## config.mk

```make
export PLATFORM = sky130hd
export DESIGN_NAME = mira_out_fifo
export DESIGN_NICKNAME = d
export VERILOG_FILES = /design/src/hdl/mira_pkg.sv /design/src/hdl/mira_out_fifo.sv
export SDC_FILE = /design/constraint.sdc
export NUM_CORES = 1
export LEC_CHECK = 0
export BUFFER_PORTS_ARGS = -buffer_cell sky130_fd_sc_hd__clkbuf_2
export CAP_MARGIN = 5
export CORE_ASPECT_RATIO = 1.25
export CORE_MARGIN = 4
export CORE_UTILIZATION = 40
export DETAILED_ROUTE_END_ITERATION = 10
export PLACE_DENSITY = 0.68
export SYNTH_ARGS = -nofsm -noshare
export SYNTH_HDL_FRONTEND = slang
export SYNTH_SLANG_ARGS = --single-unit
```

## constraint.sdc

```tcl
create_clock -name clk -period 3.71 [get_ports clk]
set_clock_uncertainty 0.05 [all_clocks]
set_input_delay 0.1855 -clock clk [delete_from_list [all_inputs] [get_ports clk]]
set_output_delay 0.1855 -clock clk [all_outputs]
set_load 0.01 [all_outputs]
```

## src/hdl/mira_pkg.sv

```systemverilog
// shared types and constants for the modulated ir ambient rejection block
`timescale 1ns / 1ps
`default_nettype none

package mira_pkg;

    localparam int SAMPLE_W  = 12;
    localparam int CH_W      = 3;
    localparam int MEAN_W    = 12;
    localparam int INT_W     = 13;
    localparam int S_DATA_W  = 16;
    localparam int M_DATA_W  = 16;
    localparam int OUT_DEPTH = 4;
    localparam int OUT_PTR_W = $clog2(OUT_DEPTH);
    localparam int OUT_CNT_W = $clog2(OUT_DEPTH + 1);

    typedef enum logic
    {
        OP_SAMPLE = 1'b0,
        OP_TICK   = 1'b1
    } op_t;

    typedef struct packed
    {
        logic signed [INT_W-1:0] intensity;
        logic                    led_on;
    } result_t;

endpackage

`default_nettype wire

```

## src/hdl/mira_out_fifo.sv

```systemverilog
// small result queue between the update pipeline and the master side
`timescale 1ns / 1ps
`default_nettype none

module mira_out_fifo (
    input  wire logic                       clk,
    input  wire logic                       rst_n,
    input  wire logic                       push,
    input  wire mira_pkg::result_t          push_data,
    output logic                            pop_valid,
    input  wire logic                       pop_ready,
    output mira_pkg::result_t               pop_data,
    output logic [mira_pkg::OUT_CNT_W-1:0]  count
);

    import mira_pkg::*;

    result_t                entry [OUT_DEPTH];
    logic [OUT_PTR_W-1:0]   wr_ptr_reg;
    logic [OUT_PTR_W-1:0]   rd_ptr_reg;
    logic [OUT_CNT_W-1:0]   count_reg;
    logic [OUT_CNT_W-1:0]   count_next;
    logic                   pop;

    assign pop       = pop_valid && pop_ready;
    assign pop_valid = (count_reg != '0);
    assign pop_data  = entry[rd_ptr_reg];
    assign count     = count_reg;

    always_comb
    begin
        count_next = count_reg;
        if (push && !pop)
        begin
            count_next = count_reg + OUT_CNT_W'(1);
        end
        else if (pop && !push)
        begin
            count_next = count_reg - OUT_CNT_W'(1);
        end
    end

    always_ff @(posedge clk)
    begin
        if (push)
        begin
            entry[wr_ptr_reg] <= push_data;
        end
    end

    always_ff @(posedge clk or negedge rst_n)
    begin
        if (!rst_n)
        begin
            wr_ptr_reg <= '0;
            rd_ptr_reg <= '0;
            count_reg  <= '0;
        end
        else
        begin
            if (push)
            begin
                wr_ptr_reg <= wr_ptr_reg + OUT_PTR_W'(1);
            end
            if (pop)
            begin
                rd_ptr_reg <= rd_ptr_reg + OUT_PTR_W'(1);
            end
            count_reg <= count_next;
        end
    end

`ifndef SYNTHESIS
    a_no_overflow: assert property (@(posedge clk) disable iff (!rst_n)
        push && !pop |-> count_reg < OUT_CNT_W'(OUT_DEPTH))
        else $error("result queue overflow");
    a_no_underflow: assert property (@(posedge clk) disable iff (!rst_n)
        pop |-> count_reg != '0)
        else $error("result queue underflow");
    a_ptr_count: assert property (@(posedge clk) disable iff (!rst_n)
        (count_reg == '0) |-> (wr_ptr_reg == rd_ptr_reg))
        else $error("queue pointers disagree with count");
`endif

endmodule

`default_nettype wire

```

==> impl_metrics.toml, run 1 <==
[global_routing]
grt_max_degree = 17
grt.busiest_layer = "met2"
grt_usage_pct = 12.0
grt-ovfl-total = 0
grt_use_met3_pct = 4.16
grt_pass1_vias = 1276
grt_use_met1_pct = 13.0
use_met2_pct = 20.6
grt_pass1_wl_um = 6310
antenna_found_initial = 0

[floorplan]
dieArea_um2 = 7420
start_util_pct = 41.7
row_count = 31
io_pins = 36
core_um2 = 5860
die-width_um = 77.9
die_h_um = 95.3

[route]
wl_per_cell_um = 16.7
antenna_left = 0
drt-total-wl_um = 3960
drt_first_pass_iters = 4
drc = 0
via_per_inst = 4.75
dr_total_vias = 1126
drt_iter0_markers = 22

[cts]
cts_sinks = 63
clk_pin_slew_worst_paths_ns = 0.06
post_cts_resize_count = 0
cts_inserted_buffers = 9
clockBufferDepth = 2
clk_latency_ns = 0.32
clockRootBuffer = "clkbuf_8"
cts_tree = "built"
ctsHtreeMaxLevel = 3

[pwr]
p_seq_share_pct = 51.0
p_leak_nw = 1.04
switching_share_pct = 29.6
p_per_area_nw_per_um2 = 743
power.share.clock_pct = 22.0
switchingPower_w = 0.000625
peakVddDrop_mv = 0.443
cellInternalPower_w = 0.00149
p_comb_share_pct = 27.0

[worst_hold_path]
hold_class = "in2reg"

[timing]
relSlewSlack_pct = 38.6
hold_violations = 0
worstMarginPinSlew_ns = 0.921
final-max-slew-violation-count = 0
setup_tns_ns = 0
fin_crit_sh_pct = 62.0
setup_viol = 0
fmax_ghz = 0.434
fin_crit_ns = 2.30
rsz0062_at_grt = "no"

[critical_path]
required_ns = 3.47
cp-endpoint = "pop_data[4]"
ff2ff_path_depth = 8
critPathKind = "reg2out"
worstSetupStartpointType = "flop"
max_stage_delay_ns = 0.95
cpMaxStageDelayCell = "dfrtp_1"
critPathCaptureType = "output port"
worstSetupStartpoint = "rd_ptr_reg[0]"
r2r_setup_slack_ns = 1.52
r2r-end = "count[2]"
cp.depth = 2
cp.buffers_inverters = 1
worstReg2RegStart = "count[0]"
cp_top_family = "flip-flops"
critPathMaxFanout = 16
path_cells = "mux4_1, clkbuf_2"
cp.arrival_ns = 2.07

[logic_synthesis]
synth-seq-cells = 63
synthTopCellsByArea = "edfxtp_1 (69%), mux4_2 (7.4%), dfrtp_1 (7.2%)"
syn_avg_cell_area_um2 = 23.0
ys_types = 19
yosysTopAreaCellShare_pct = 68.9
syn-num-nets = 130
synth_warnings = 0
syn_inst = 106
synth.largest_area_cell = "edfxtp_1"
ys_seq_area_share_pct = 76.1
mappedNetlistArea_um2 = 2440

[final_layout]
fillCellCount = 487
final_nets = 174
drive_gt1_share_pct = 34.2
area_delta_synth_final_pct = 16.5
largest_reg_flops = 56
fin_util_pct = 48.5
n_antenna_cell = 0

[placement]
dp_hpwl_um = 2700
gp_congestion = 0.725
port_buffers = 35

[job]
max-cap-violations = 0

[run_status]
status = "finished clean"
==> placed cells by master, fill, tap and decap left out, types with 2 or more instances in the layout <==
cell type	count
ha_1	5
nand2_1	2
mux4_2	8
edfxtp_1	56
clkbuf_1	7
inv_1	3
clkbuf_2	35
mux4_1	6
and2_1	4
clkbuf_8	9
xor2_1	3
xnor2_1	3
dfrtp_1	7
==> synth_stat cells, drive strengths merged <==
library cell  instances
nand2                 2
edfxtp               56
or3                   1
mux4                 14
nand3                 1
xnor2                 3
inv                   3
buf                   3
dfrtp                 7
o21ai                 1
xor2                  3
fa                    1
ha                    5
and2                  4
nor2                  1
mux2                  1
==> metrics by stage <==
step | cells | total power [W] | hold WS [ns] | cell area [µm²] | setup WS [ns]
after floorplan | 106 | 0.00148 | -0.160 | 2440 | 1.59
after global placement | 220 | 0.00165 | -0.0252 | 2680 | 1.67
after detailed placement | 220 | 0.00168 | -0.0157 | 2680 | 1.49
after CTS | 237 | 0.00215 | 0.0167 | 2840 | 1.32
after global routing | 237 | 0.00224 | 0.0213 | 2840 | 1.23
final | 237 | 0.00211 | 0.0323 | 2840 | 1.41
==> cells by family after synthesis <==
kind of cell             after synthesis  share of synthesized area (%)
flip-flops                            63                           76.1
multiplexers                          15                           14.3
AND/OR/NAND/NOR                        9                           1.95
XOR/XNOR                               6                           2.15
buffers and inverters                  6                           1.95
adder cells (fa/ha/maj)                6                           3.38
AO/OA/AOI/OAI                          1                          0.205
==> how the worst min path moves through the flow <==
stage	startpoint	endpoint	slack [ns]	cells after the start
after floorplan	rst_n	count[0]	-0.16	0
after global placement	rst_n	wr_ptr_reg[0]	-0.03	1
after detailed placement	rst_n	wr_ptr_reg[1]	-0.02	1
after CTS	push_data[10]	entry[3][10]	0.02	1
after global routing	push_data[10]	entry[2][10]	0.02	1
final	push_data[10]	entry[1][10]	0.03	1
==> final cells by class <==
cell class	count	area, µm²	area share [%]
clock buffer	16	150	5.28
inverter	3	11.3	0.396
multi-input combinational	37	537	18.9
sequential	63	1860	65.3
tap	82	103	3.61
timing repair buffer	36	185	6.51
==> power groups by stage <==
stage | Sequential, W | Clock (W) | Combinational [W]
floorplan | 0.00101 | 0 | 0.000464
global placement | 0.00108 | 0 | 0.000563
detailed placement | 0.00110 | 0 | 0.000583
CTS | 0.00109 | 0.000480 | 0.000586
global route | 0.00110 | 0.000509 | 0.000629
finish | 0.00108 | 0.000464 | 0.000570
==> timing repair <==
action                     CTS  global route
setup endpoints to repair    0             0
hold buffers                 1             0
hold endpoints to repair     7             0
setup buffers                0             0
==> layer usage <==
layer	vias to the layer above	share of wire, %	wire length [µm]
met5	-	0	0
met4	0	1.4	57
met3	5	5.3	210
met2	33	53	2090
met1	574	40	1600
li1	514	-	-
No activity file was read; power rests on OpenSTA's default activity.
==> run 2, diff against run 1 <==
PLACE_DENSITY = 0.71   (was 0.68)
clock period = 2.1 ns   (was 3.71 ns; I/O delays follow)
==> run 2 against run 1 <==
Sequential share of layout area fell by 5.6 points. Clock-buffer cell count shrank 6. Wire length increased by 2.7%. Non-clock buffer count is 23 higher. Via count grew 7.5%. Die area is the same. Global-route usage is 0.14 points higher.
==> impl_metrics.toml, run 2 (synthesis gave the netlist of run 1 again) <==
[critical_path]
crit_top_cell = "xor2_1"
ff2ff_path_depth = 8
cp.arrival_ns = 2.21
cpMaxStageDelayCell = "or3_4"
critPathCaptureType = "flop"
max_stage_delay_ns = 0.41
critPathMaxFanout = 3
worstSetupStartpointType = "flop"
critPathKind = "reg2reg"
cp.depth = 8
path_cells = "or3_4, nand2_4, ha_4, inv_1, fa_2, xor2_1, nor2_1, xor2_1"
required_ns = 2.29
cp_top_family = "simple AND/OR/NAND/NOR gates"
cp.buffers_inverters = 1

[timing]
relSlewSlack_pct = 51.2
final-max-slew-violation-count = 0
fmax_ghz = 0.497
rsz0062_at_grt = "no"
setup_viol = 0
hold_violations = 0
setup_tns_ns = 0
fin_crit_sh_pct = 95.8
fin_crit_ns = 2.01
fin_ws_ns = 0.0881
worstMarginPinSlew_ns = 0.733

[route]
drt_iter0_markers = 118
drc = 0
wl_per_cell_um = 15.6
via_per_inst = 4.66
drt_first_pass_iters = 4
drt-total-wl_um = 4060
antenna_left = 0
dr_total_vias = 1211

[floorplan]
dieArea_um2 = 7420
io_pins = 36
core_um2 = 5860
row_count = 31
die-width_um = 77.9
die_h_um = 95.3
start_util_pct = 41.7

[global_routing]
grt_pass1_wl_um = 6440
grt-ovfl-total = 0
grt.busiest_layer = "met2"
grt_use_met3_pct = 4.44
grt_use_met1_pct = 11.9
antenna_found_initial = 0
use_met2_pct = 22.4
grt_usage_pct = 12.1
grt_max_degree = 16
grt_pass1_vias = 1295

[final_layout]
stdcell_area_um2 = 3110
fillCellCount = 468
final_nets = 197
drive_gt1_share_pct = 38.8
seq_area_um2 = 1860
multiInputGateArea_um2 = 564
area_delta_synth_final_pct = 27.3
layout_commonest_cell = "edfxtp_1"
n_antenna_cell = 0
final_cell_mix = "edfxtp_1 (56), clkbuf_2 (35), dlygate4sd3_1 (15)"
largest_reg_flops = 56

[placement]
dp_hpwl_um = 2800
port_buffers = 35
post-place-ws_ns = -0.0720
gp_congestion = 0.640
place_area_um2 = 2740

[worst_hold_path]
hold_path_depth = 3
hold_class = "in2reg"

[cts]
clockRootBuffer = "clkbuf_8"
cts_inserted_buffers = 9
clockBufferDepth = 2
cts_tree = "built"
clk_latency_ns = 0.32
cts_sinks = 63
ctsHtreeMaxLevel = 3
clk_pin_slew_worst_paths_ns = 0.06

[pwr]
p_per_area_nw_per_um2 = 1290
p_leak_nw = 1.17
peakVddDrop_mv = 0.807

[run_status]
status = "finished clean"

[job]
max-cap-violations = 0
## run 2: cell count changes in the layout (fill, tap and decap cells not counted), moves of 2 or more
| cell | change |
|---|---|
| buf_4 | +9 |
| dlygate4sd3_1 | +14 |
| clkinv_1 | +3 |
| clkbuf_1 | -6 |
| clkinv_2 | +2 |
## run 2: stage by stage
step	util, %	total power (W)	cells	hold slack, ns
after floorplan	-	0.00262	106	-0.241
after global placement	46.8	0.00298	227	-0.106
after detailed placement	46.8	0.00307	227	-0.101
after CTS	52.9	0.00406	259	0.00188
after global routing	53.0	0.00425	260	0.00465
final	53.0	0.00401	260	0.0181
## run 2: report_power, final
part           switching, W  internal, W
registers          0.000151      0.00166
logic              0.000609     0.000658
clock network      0.000396     0.000531
total               0.00116      0.00285
## run 2: metal layers
layer,wire [µm],part of all wire (%),vias up
met5,0,0,-
met3,177,4.4,6
met2,2370,58,25
met4,53,1.3,0
met1,1460,36,613
li1,-,-,567
## run 2: worst paths after layout
check | end | slack, ns | from
min reg2reg | rd_ptr_reg[0] | 0.46 | rd_ptr_reg[0]
max | count[2] | 0.09 | count[0]
max reg2reg | count[2] | 0.09 | count[0]
max in group asynchronous | rd_ptr_reg[1] | 1.72 | rst_n
min in group asynchronous | rd_ptr_reg[0] | 0.11 | rst_n
min | rd_ptr_reg[0] | 0.02 | pop_ready
## run 2: worst min-delay path: cells and delay by family
kind / cells / cell delay, ns
buffers and inverters: 1 / 0.11
and+or+nand+nor: 1 / 0.08
xor gates and xnor gates: 1 / 0.06
## run 2: layout make-up
class                      instances  area share, %
tap                               82           3.30
timing repair buffer              59           12.6
clock buffer                      10           4.11
clock inverter                     6           1.65
sequential                        63           59.8
inverter                           3          0.362
multi-input combinational         37           18.2
## run 2: what timing repair did
item                                   4_1_cts  5_1_grt
pin swaps                                    2        1
endpoints found under the hold margin       63        0
gates resized for setup                      4        1
hold buffers                                15        0
buffers inserted                             1        1
setup endpoints to repair                    1        1
