[config.mk]
export PLATFORM = sky130hd
export DESIGN_NAME = mira_mean
export DESIGN_NICKNAME = d
export VERILOG_FILES = /design/src/hdl/mira_pkg.sv /design/src/hdl/mira_mean.sv
export SDC_FILE = /design/constraint.sdc
export NUM_CORES = 1
export LEC_CHECK = 0
export BUFFER_PORTS_ARGS = -buffer_cell sky130_fd_sc_hd__clkbuf_2
export CAP_MARGIN = 20
export CORE_MARGIN = 5
export CORE_UTILIZATION = 52
export CTS_BUF_LIST = sky130_fd_sc_hd__clkbuf_16
export DETAILED_ROUTE_END_ITERATION = 16
export MAX_ROUTING_LAYER = met4
export PLACE_DENSITY_LB_ADDON = 0.1
export SETUP_SLACK_MARGIN = 0.4
export SLEW_MARGIN = 20
export SYNTH_ARGS = -nofsm -noshare
export SYNTH_HDL_FRONTEND = slang
export SYNTH_SLANG_ARGS = --single-unit
[constraint.sdc]
create_clock -name clk -period 1.4 [get_ports clk]
set_input_delay 0 -clock clk [delete_from_list [all_inputs] [get_ports clk]]
set_output_delay 0 -clock clk [all_outputs]
set_load 0.01 [all_outputs]
[src/hdl/mira_pkg.sv]
// shared types and constants for the modulated ir ambient rejection block
`timescale 1ns / 1ps
`default_nettype none

package mira_pkg;

    localparam int SAMPLE_W  = 12;
    localparam int CH_W      = 3;
    localparam int MEAN_W    = 12;
    localparam int INT_W     = 13;
    localparam int S_DATA_W  = 16;
    localparam int M_DATA_W  = 16;
    localparam int OUT_DEPTH = 4;
    localparam int OUT_PTR_W = $clog2(OUT_DEPTH);
    localparam int OUT_CNT_W = $clog2(OUT_DEPTH + 1);

    typedef enum logic
    {
        OP_SAMPLE = 1'b0,
        OP_TICK   = 1'b1
    } op_t;

    typedef struct packed
    {
        logic signed [INT_W-1:0] intensity;
        logic                    led_on;
    } result_t;

endpackage

`default_nettype wire

[src/hdl/mira_mean.sv]
// per channel running mean registers, sum divided by the window via a reciprocal multiply
`timescale 1ns / 1ps
`default_nettype none

module mira_mean #(
    parameter int CHANNELS = 5,
    parameter int WINDOW   = 1024,
    parameter int CH_IDX_W = 3,
    parameter int SUM_W    = 22
) (
    input  wire logic                clk,
    input  wire logic                rst_n,
    input  wire logic                upd_en,
    input  wire logic [CH_IDX_W-1:0] upd_ch,
    input  wire logic [SUM_W-1:0]    upd_sum,
    output logic      [11:0]         means [CHANNELS]
);

    import mira_pkg::*;

    localparam int LOG_W = $clog2(WINDOW);
    localparam int SHIFT = SUM_W + LOG_W;
    localparam logic [63:0] RECIP_FULL =
        ((64'd1 << SHIFT) + 64'(WINDOW) - 64'd1) / 64'(WINDOW);
    localparam logic [SUM_W:0] RECIP = RECIP_FULL[SUM_W:0];
    localparam int PROD_W = 2 * SUM_W + 1;

    logic [PROD_W-1:0] product;
    logic [MEAN_W-1:0] mean_new;
    logic [MEAN_W-1:0] means_reg [CHANNELS];

    // exact truncating quotient for any sum below 2**SUM_W
    assign product  = PROD_W'(upd_sum) * PROD_W'(RECIP);
    assign mean_new = product[SHIFT +: MEAN_W];

    always_ff @(posedge clk or negedge rst_n)
    begin
        if (!rst_n)
        begin
            for (int i = 0; i < CHANNELS; i++)
            begin
                means_reg[i] <= '0;
            end
        end
        else if (upd_en)
        begin
            means_reg[upd_ch] <= mean_new;
        end
    end

    assign means = means_reg;

endmodule

`default_nettype wire

==> results of run 1 <==
[cell type report]
| cell class | instances | area, um2 |
|---|---|---|
| Clock buffer | 9 | 225 |
| Fill cell | 307 | 1160 |
| Tap cell | 52 | 65.1 |
| Sequential cell | 60 | 1500 |
| Clock inverter | 7 | 67.6 |
| Timing Repair Buffer | 94 | 558 |
| Multi-Input combinational cell | 65 | 870 |
[final timing paths]
kind,start,endpoint,cells after the start
max in group asynchronous,rst_n,means[22],3
setup reg to reg,means[44],means[44],1
min in group clk,upd_ch[2],means[48],4
hold reg to reg,means[21],means[21],1
hold / removal,rst_n,means[3],3
setup / recovery,upd_ch[1],means[42],3
[Yosys cell counts, drive strengths merged]
| cell | number |
|---|---|
| buf | 5 |
| dfrtp | 60 |
| mux2 | 60 |
| nand4b | 1 |
| and4bb | 3 |
| nor4b | 1 |
[routing by layer]
metal,routed length (um),track usage [%]
met1,2190,22.2
met2,2680,32.6
met3,310,5.03
met4,72,8.92
met5,0,-
[cell families after synthesis]
family                 Yosys count  share of synthesized area [%]
buffers and inverters            5                           2.32
multiplexers                    60                           32.5
AND/OR/NAND/NOR                  5                           3.35
flip-flops                      60                           61.9
[through the flow]
stage / area [um2] / util, % / setup slack, ns / hold slack [ns] / power, mW
global route: 3290 / 74.0 / 0.501 / 0.273 / 5.95
global placement: 2860 / 64.4 / 0.225 / 0.0268 / 3.53
detailed placement: 2860 / 64.4 / 0.202 / 0.0331 / 3.59
finish: 3290 / 74.0 / 0.522 / 0.236 / 5.68
CTS: 3290 / 74.0 / 0.537 / 0.239 / 5.75
floorplan: 2430 / - / 0.452 / -0.296 / 3.00
[power by group through the flow]
stage                     clock network (mW)  logic [mW]  registers [mW]
after global placement                     0        1.19            2.34
after global routing                    2.22        1.34            2.39
after CTS                               2.14        1.26            2.35
final                                   2.09        1.24            2.35
after floorplan                            0       0.479            2.52
after detailed placement                   0        1.23            2.37
[worst max-delay path, delay by kind of cell]
family / cells / cell delay, ns
simple gates: 1 / 0.56
buf+inv: 1 / 0.14
mux: 1 / 0.38
==> flow_metrics.py, run 1 <==
metrics = {
    "critical_path": {
        "crit_path_max_incr_delay_ns": 0.56,
        "r2r_slack_ns": 0.61,
        "arrival_ns": 1.08,
        "criticalPathCategory": "input pin to register",
        "end_kind": "register",
        "cp_data_required_time_ns": 1.60,
        "crit_slowest_cell": "and4bb_4",
        "cp-start-kind": "input pin",
        "path_cells": "clkbuf_2, and4bb_4, mux2_2",
        "worstPathMaxFanout": 12,
    },
    "sta": {
        "slew_headroom_pct": 78.4,
        "period_needed_ns": 0.878,
        "timing.final.crit_share_pct": 62.7,
        "rsz0062_at_grt": "no",
        "report.final.slew_viol_count": 0,
        "setup_viol": 0,
        "finalSetupTns_ns": 0,
        "tightest_slew_ns": 0.323,
        "timing_hold_violations_final": 0,
        "fmax_mhz": 1140,
        "fin_skew_ns": 0,
    },
    "placement": {
        "place_congestion": 0.765,
        "dp.cells": 258,
        "hpwl_um": 3560,
        "io_buffers": 77,
    },
    "pwr": {
        "seq_power_share_pct": 41.3,
        "p_switching_mw": 1.50,
        "powerDensity_nw_per_um2": 1730,
        "comb_power_share_pct": 21.8,
        "p_clk_share_pct": 36.9,
        "ir_drop_mv": 0.963,
        "p_int_mw": 4.18,
        "swShare_pct": 26.4,
        "p_leak_nw": 1.61,
    },
    "die": {
        "io_pins": 88,
        "rows": 24,
        "start_util_pct": 54.6,
        "core_um2": 4440,
        "die_h_um": 78.3,
        "die_area_um2": 6130,
        "die_w_um": 78.3,
    },
    "clock_tree": {
        "cts_tree": "built",
        "cts_buffers": 9,
        "clk_latency_ns": 0.31,
        "cts.clk_slew.worst_paths_ns": 0.05,
        "clock-sinks": 60,
        "ctsResizeCount": 0,
        "cts_setup_buffers": 0,
        "holdBufCountCts": 13,
        "cts_buffer_depth": 2,
        "cts_max_level": 3,
        "cts_root_buf": "clkbuf_16",
    },
    "global_route": {
        "antenna_found_initial": 0,
        "grt_start_max_net_pins": 61,
        "grt_first_pass_wirelength_um": 8640,
        "grt_pass1_vias": 1667,
        "grt_overflow_total": 0,
        "grt_usage_pct": 19.5,
    },
    "synthesis": {
        "synth_top_area_share_pct": 61.9,
        "syn_inst": 130,
        "synth_top_area_cell": "dfrtp_1",
        "yosys-top-cells-area": "dfrtp_1, mux2_4, mux2_2, buf_6, and4bb_4",
        "mappedNetlistArea_um2": 2430,
        "ys_seq_elements": 60,
        "ys_seq_area_share_pct": 61.9,
        "synthDistinctLibCells": 7,
        "synth.avg_cell_area_um2": 18.7,
        "synth_warnings": 0,
        "synthesis.nets": 158,
    },
    "route": {
        "ant_nets": 0,
        "drc_errors": 0,
        "drt-initial-drc-count": 94,
        "vias": 1477,
        "wl_um": 5260,
        "routed_via_density": 5.15,
        "dr.pass1.iters": 4,
        "wl_per_cell_um": 18.3,
    },
    "cells_and_area": {
        "largest_reg_flops": 60,
        "instances_no_fill": 287,
        "finalNetCount": 258,
        "final_common_cell": "clkbuf_2",
        "final_cell_mix": "clkbuf_2, dfrtp_1, mux2_4, mux2_2, dlygate4sd3_1",
        "num_antenna_cells": 0,
        "layout-drive-gt1-share_pct": 68.5,
        "syn2layout_area_growth_pct": 35.4,
    },
    "min_path": {
        "hp-class": "input pin to async pin",
    },
    "run": {
        "drv_cap": 0,
    },
    "status": {
        "status": "finished clean",
    },
}
(Power assumes the default switching activity.)
==> run 2: changes to the inputs <==
--- a/config.mk
+++ b/config.mk
@@ -8,7 +8,7 @@
 export BUFFER_PORTS_ARGS = -buffer_cell sky130_fd_sc_hd__clkbuf_2
 export CAP_MARGIN = 20
 export CORE_MARGIN = 5
-export CORE_UTILIZATION = 52
+export CORE_UTILIZATION = 44
 export CTS_BUF_LIST = sky130_fd_sc_hd__clkbuf_16
 export DETAILED_ROUTE_END_ITERATION = 16
 export MAX_ROUTING_LAYER = met4
==> constraint.sdc (replaced) <==
create_clock -name clk -period 0.8 [get_ports clk]
set_input_delay 0 -clock clk [delete_from_list [all_inputs] [get_ports clk]]
set_output_delay 0 -clock clk [all_outputs]
set_load 0.01 [all_outputs]
==> run 2 against run 1 <==
The run now ends with negative hold slack, negative setup slack left. Critical path depth decreased by 1. Core utilization decreased by 9.2 points. Largest power group unchanged. Die area increased by 16%. Critical path type is now register to output pin. Largest cell class unchanged.
==> flow_metrics.py, run 2 (synthesized netlist as in run 1, its figures left out) <==
metrics = {
    "cells_and_area": {
        "final-seq-area_um2": 1500,
        "syn2layout_area_growth_pct": 45.0,
        "layout-drive-gt1-share_pct": 72.8,
        "final_cell_mix": "clkbuf_2, dfrtp_1, mux2_4, clkbuf_16, buf_6",
        "largest_reg_flops": 60,
        "multi_input_area_um2": 967,
        "finalNetCount": 255,
        "instances_no_fill": 304,
        "num-fill-cells": 400,
        "finish.instance_area_um2": 3520,
        "num_antenna_cells": 0,
        "final_common_cell": "clkbuf_2",
    },
    "route": {
        "wl_per_cell_um": 18.6,
        "drc_errors": 0,
        "vias": 1472,
        "wl_um": 5650,
        "dr.pass1.iters": 3,
        "ant_nets": 0,
        "drt-initial-drc-count": 71,
        "routed_via_density": 4.84,
    },
    "sta": {
        "setup_ws_ns": -0.134,
        "report.final.slew_viol_count": 0,
        "fmax_mhz": 1070,
        "whs_ns": -0.317,
        "timing_hold_violations_final": 87,
        "period_needed_ns": 0.934,
        "fin_skew_ns": 0,
        "setup_viol": 62,
        "tightest_slew_ns": 0.315,
        "finalSetupTns_ns": -2.15,
        "rsz0062_at_grt": "yes",
        "timing.final.crit_share_pct": 117,
        "slew_headroom_pct": 79.0,
    },
    "critical_path": {
        "r2r_cells": 2,
        "cp-start-kind": "register",
        "criticalPathCategory": "register to output pin",
        "reg2reg_from": "means[50]",
        "end_kind": "output pin",
        "arrival_ns": 0.93,
        "worstPathMaxFanout": 2,
        "r2r_slack_ns": -0.10,
        "cp_data_required_time_ns": 0.80,
        "r2r_end": "means[50]",
    },
    "global_route": {
        "grt_first_pass_wirelength_um": 9050,
        "grt_overflow_total": 0,
        "grt_usage_pct": 17.3,
        "grt_start_max_net_pins": 61,
        "antenna_found_initial": 0,
        "grt_pass1_vias": 1616,
    },
    "clock_tree": {
        "cts_tree": "built",
        "clk_latency_ns": 0.32,
        "cts_root_buf": "clkbuf_16",
        "clock-sinks": 60,
        "cts_buffer_depth": 2,
        "cts_buffers": 9,
        "cts_max_level": 3,
        "cts.clk_slew.worst_paths_ns": 0.05,
    },
    "pwr": {
        "p_clk_share_pct": 37.4,
        "powerDensity_nw_per_um2": 3000,
        "p_leak_nw": 1.77,
        "comb_power_share_pct": 23.4,
        "swShare_pct": 25.2,
        "p_switching_mw": 2.66,
        "finalPower_mw": 10.6,
        "ir_drop_mv": 1.83,
        "seq_power_share_pct": 39.2,
        "p_int_mw": 7.89,
    },
    "run": {
        "drv_cap": 0,
    },
    "die": {
        "die_area_um2": 7100,
        "rows": 27,
        "die_h_um": 84.3,
        "io_pins": 88,
        "start_util_pct": 44.6,
        "die_w_um": 84.3,
        "core_um2": 5440,
    },
    "placement": {
        "io_buffers": 77,
        "hpwl_um": 3910,
        "dp.cells": 287,
        "place_congestion": 0.737,
        "dpl_cell_area_um2": 3060,
    },
    "status": {
        "status": "finished, violations left",
        "violations": "negative hold slack, negative setup slack",
    },
    "min_path": {
        "hp-class": "input pin to async pin",
    },
}
-- run 2: cell types whose count changed in the layout (fill, tap and decap cells not counted), sizes merged --
cell / delta
buf: +16
dlygate4sd3: -13
clkbuf: -6
clkinvlp: -3
bufinv: +1
clkinv: +1
inv: +1
-- run 2: worst max-delay path by stage --
stage | start | end | slack (ns)
after floorplan | upd_ch[2] | means[49] | -0.15
after global placement | upd_ch[2] | means[58] | -0.28
after detailed placement | upd_ch[2] | means[49] | -0.33
after CTS | means[48] | means[48] | -0.16
after global routing | means[50] | means[50] | -0.17
final | means[48] | means[48] | -0.13
-- run 2: metal layers --
layer  vias up  part of all wire [%]  global-route usage (%)
met2        47                    46                    24.7
met3         6                   6.7                    5.89
met4         0                  0.96                    7.02
met1       755                    46                    22.6
li1        664                     -                       -
met5         -                     0                       -
-- run 2: critical path, cell delays in order, from the launching register on --
cell and delay (ns):
dfrtp_1 0.39, buf_6 0.12, buf_6 0.11
-- run 2: final cells by class --
class	instances	share of cell area [%]
Multi-Input combinational cell	65	27.5
Timing Repair Buffer	91	18.6
Tap cell	72	2.56
Sequential cell	60	42.7
Clock buffer	9	6.40
Clock inverter	7	2.35
-- run 2: timing repair --
item	CTS	global route
gates resized for setup	22	16
setup buffers	0	1
pin swaps	1	0
endpoints found under the hold margin	107	76
setup endpoints to repair	120	120
-- run 2: power groups by stage --
stage	clock, mW	combinational, mW	sequential (mW)
3_5_place_dp	0	2.26	4.16
4_1_cts	4.02	2.40	4.13
5_1_grt	4.20	2.63	4.22
2_1_floorplan	0	0.894	4.41
6_report	3.94	2.47	4.14
3_3_place_gp	0	2.22	4.12
-- run 2: through the flow --
stage | util, % | hold slack (ns) | setup slack (ns)
3_3_place_gp | 56.3 | 0.0279 | -0.284
5_1_grt | 64.7 | -0.289 | -0.172
3_5_place_dp | 56.3 | 0.0311 | -0.330
6_report | 64.7 | -0.317 | -0.134
2_1_floorplan | - | -0.296 | -0.148
4_1_cts | 63.7 | -0.310 | -0.161
==> run 3: changes to the inputs <==
--- a/config.mk
+++ b/config.mk
@@ -7,6 +7,7 @@
 export LEC_CHECK = 0
 export BUFFER_PORTS_ARGS = -buffer_cell sky130_fd_sc_hd__clkbuf_2
 export CAP_MARGIN = 20
+export CORE_ASPECT_RATIO = 1.1
 export CORE_MARGIN = 5
 export CORE_UTILIZATION = 44
 export CTS_BUF_LIST = sky130_fd_sc_hd__clkbuf_16
==> run 3 against run 2 <==
The run still ends with negative hold slack, negative setup slack left. Power down 6.2%. Maximum frequency up 1.2%. Via count down 0.14%. Sequential power about the same. Setup slack better by 0.011 ns. Register-to-register slack better by 0.02 ns. Combinational power about the same. Cell area down 1.1%. Critical path type unchanged. Die area about the same.
==> flow_metrics.py, run 3 (synthesized netlist as in run 1, its figures left out) <==
metrics = {
    "global_route": {
        "grt_first_pass_wirelength_um": 9290,
        "grt_use_met3_pct": 7.20,
        "antenna_found_initial": 0,
        "grt_util_met1_pct": 23.2,
        "top_usage_layer": "met2",
        "grt_start_max_net_pins": 61,
        "grt_pass1_vias": 1677,
        "grt_usage_pct": 18.6,
        "grt_overflow_total": 0,
        "grt.met2_usage_pct": 27.0,
    },
    "die": {
        "die_h_um": 87.9,
        "die_area_um2": 7100,
        "io_pins": 88,
        "core_um2": 5360,
        "die_w_um": 80.8,
        "rows": 28,
        "start_util_pct": 45.3,
    },
    "clock_tree": {
        "cts_buffers": 9,
        "cts.clk_slew.worst_paths_ns": 0.05,
        "cts_tree": "built",
        "cts_max_level": 3,
        "cts_root_buf": "clkbuf_16",
        "clk_latency_ns": 0.32,
        "cts_buffer_depth": 2,
        "clock-sinks": 60,
    },
    "critical_path": {
        "crit_path_max_incr_delay_ns": 0.38,
        "r2r_end": "means[53]",
        "worstPathMaxFanout": 2,
        "cp_data_required_time_ns": 0.80,
        "r2r_cells": 2,
        "crit_slowest_cell": "dfrtp_1",
        "crit_top_cell": "buf_6",
        "criticalPathCategory": "register to output pin",
        "path_cells": "buf_6, buf_6",
        "arrival_ns": 0.92,
        "cp-start-kind": "register",
        "end_kind": "output pin",
        "reg2reg_from": "means[53]",
        "r2r_slack_ns": -0.08,
    },
    "cells_and_area": {
        "finalNetCount": 254,
        "utilization_pct": 64.9,
        "num_antenna_cells": 0,
        "layout-drive-gt1-share_pct": 71.7,
        "num-fill-cells": 408,
        "syn2layout_area_growth_pct": 43.4,
        "final_cell_mix": "clkbuf_2, dfrtp_1, mux2_4, clkbuf_16, buf_6",
        "final_common_cell": "clkbuf_2",
        "finish.instance_area_um2": 3480,
        "largest_reg_flops": 60,
        "instances_no_fill": 305,
    },
    "sta": {
        "finalSetupTns_ns": -2.20,
        "tightest_slew_ns": 0.314,
        "slew_headroom_pct": 79.0,
        "setup_ws_ns": -0.123,
        "period_needed_ns": 0.923,
        "fmax_mhz": 1080,
        "rsz0062_at_grt": "yes",
        "fin_skew_ns": 0,
        "setup_viol": 61,
        "timing_hold_violations_final": 89,
        "timing.final.crit_share_pct": 115,
        "report.final.slew_viol_count": 0,
        "whs_ns": -0.321,
    },
    "route": {
        "wl_um": 5920,
        "ant_nets": 0,
        "wl_per_cell_um": 19.4,
        "drc_errors": 0,
        "drt-initial-drc-count": 48,
        "routed_via_density": 4.82,
        "vias": 1470,
        "dr.pass1.iters": 4,
    },
    "min_path": {
        "hp-class": "input pin to async pin",
    },
    "placement": {
        "io_buffers": 77,
        "place_congestion": 0.765,
        "dpl_cell_area_um2": 3060,
        "dp.cells": 289,
        "hpwl_um": 4100,
        "pre_cts_ws_ns": -0.373,
    },
    "pwr": {
        "ir_drop_mv": 1.83,
        "p_leak_nw": 1.75,
        "finalPower_mw": 9.90,
        "powerDensity_nw_per_um2": 2850,
    },
    "status": {
        "status": "finished, violations left",
        "violations": "negative hold slack, negative setup slack",
    },
    "run": {
        "drv_cap": 0,
    },
}
[run 3: how the worst max path moves through the flow]
stage,slack [ns],endpoint,startpoint,depth (start not counted)
floorplan,-0.15,means[49],upd_ch[2],3
global placement,-0.31,means[59],upd_ch[2],4
detailed placement,-0.37,means[53],upd_ch[2],4
CTS,-0.14,means[53],means[53],2
global route,-0.15,means[53],means[53],2
finish,-0.12,means[53],means[53],2
[run 3: power breakdown]
part / switching [mW] / internal, mW
clock network: 1.23 / 2.01
logic: 0.979 / 1.52
registers: 0.443 / 3.72
total: 2.65 / 7.25
[run 3: layer usage]
metal	vias up	share of wire, %
met4	0	1.1
met5	-	0
li1	659	-
met2	57	47
met3	7	7.4
met1	747	44
[run 3: layout make-up]
type,count,area (um2),area share (%)
Tap cell,75,93.8,2.70
Sequential cell,60,1500,43.1
Timing Repair Buffer,90,656,18.8
Multi-Input combinational cell,65,978,28.1
Clock inverter,6,25.0,0.719
Clock buffer,9,225,6.47
[run 3: what timing repair did]
action,in CTS,in global routing
resized for setup,23,24
buffers inserted,1,0
endpoints found under the hold margin,108,81
endpoints found under the setup margin,120,120
pin swaps,1,1
[run 3: worst max-delay path, delay by kind of cell, from the launching register on]
family | cells | cell delay, ns
flip-flops | 1 | 0.38
buffers and inverters | 2 | 0.23
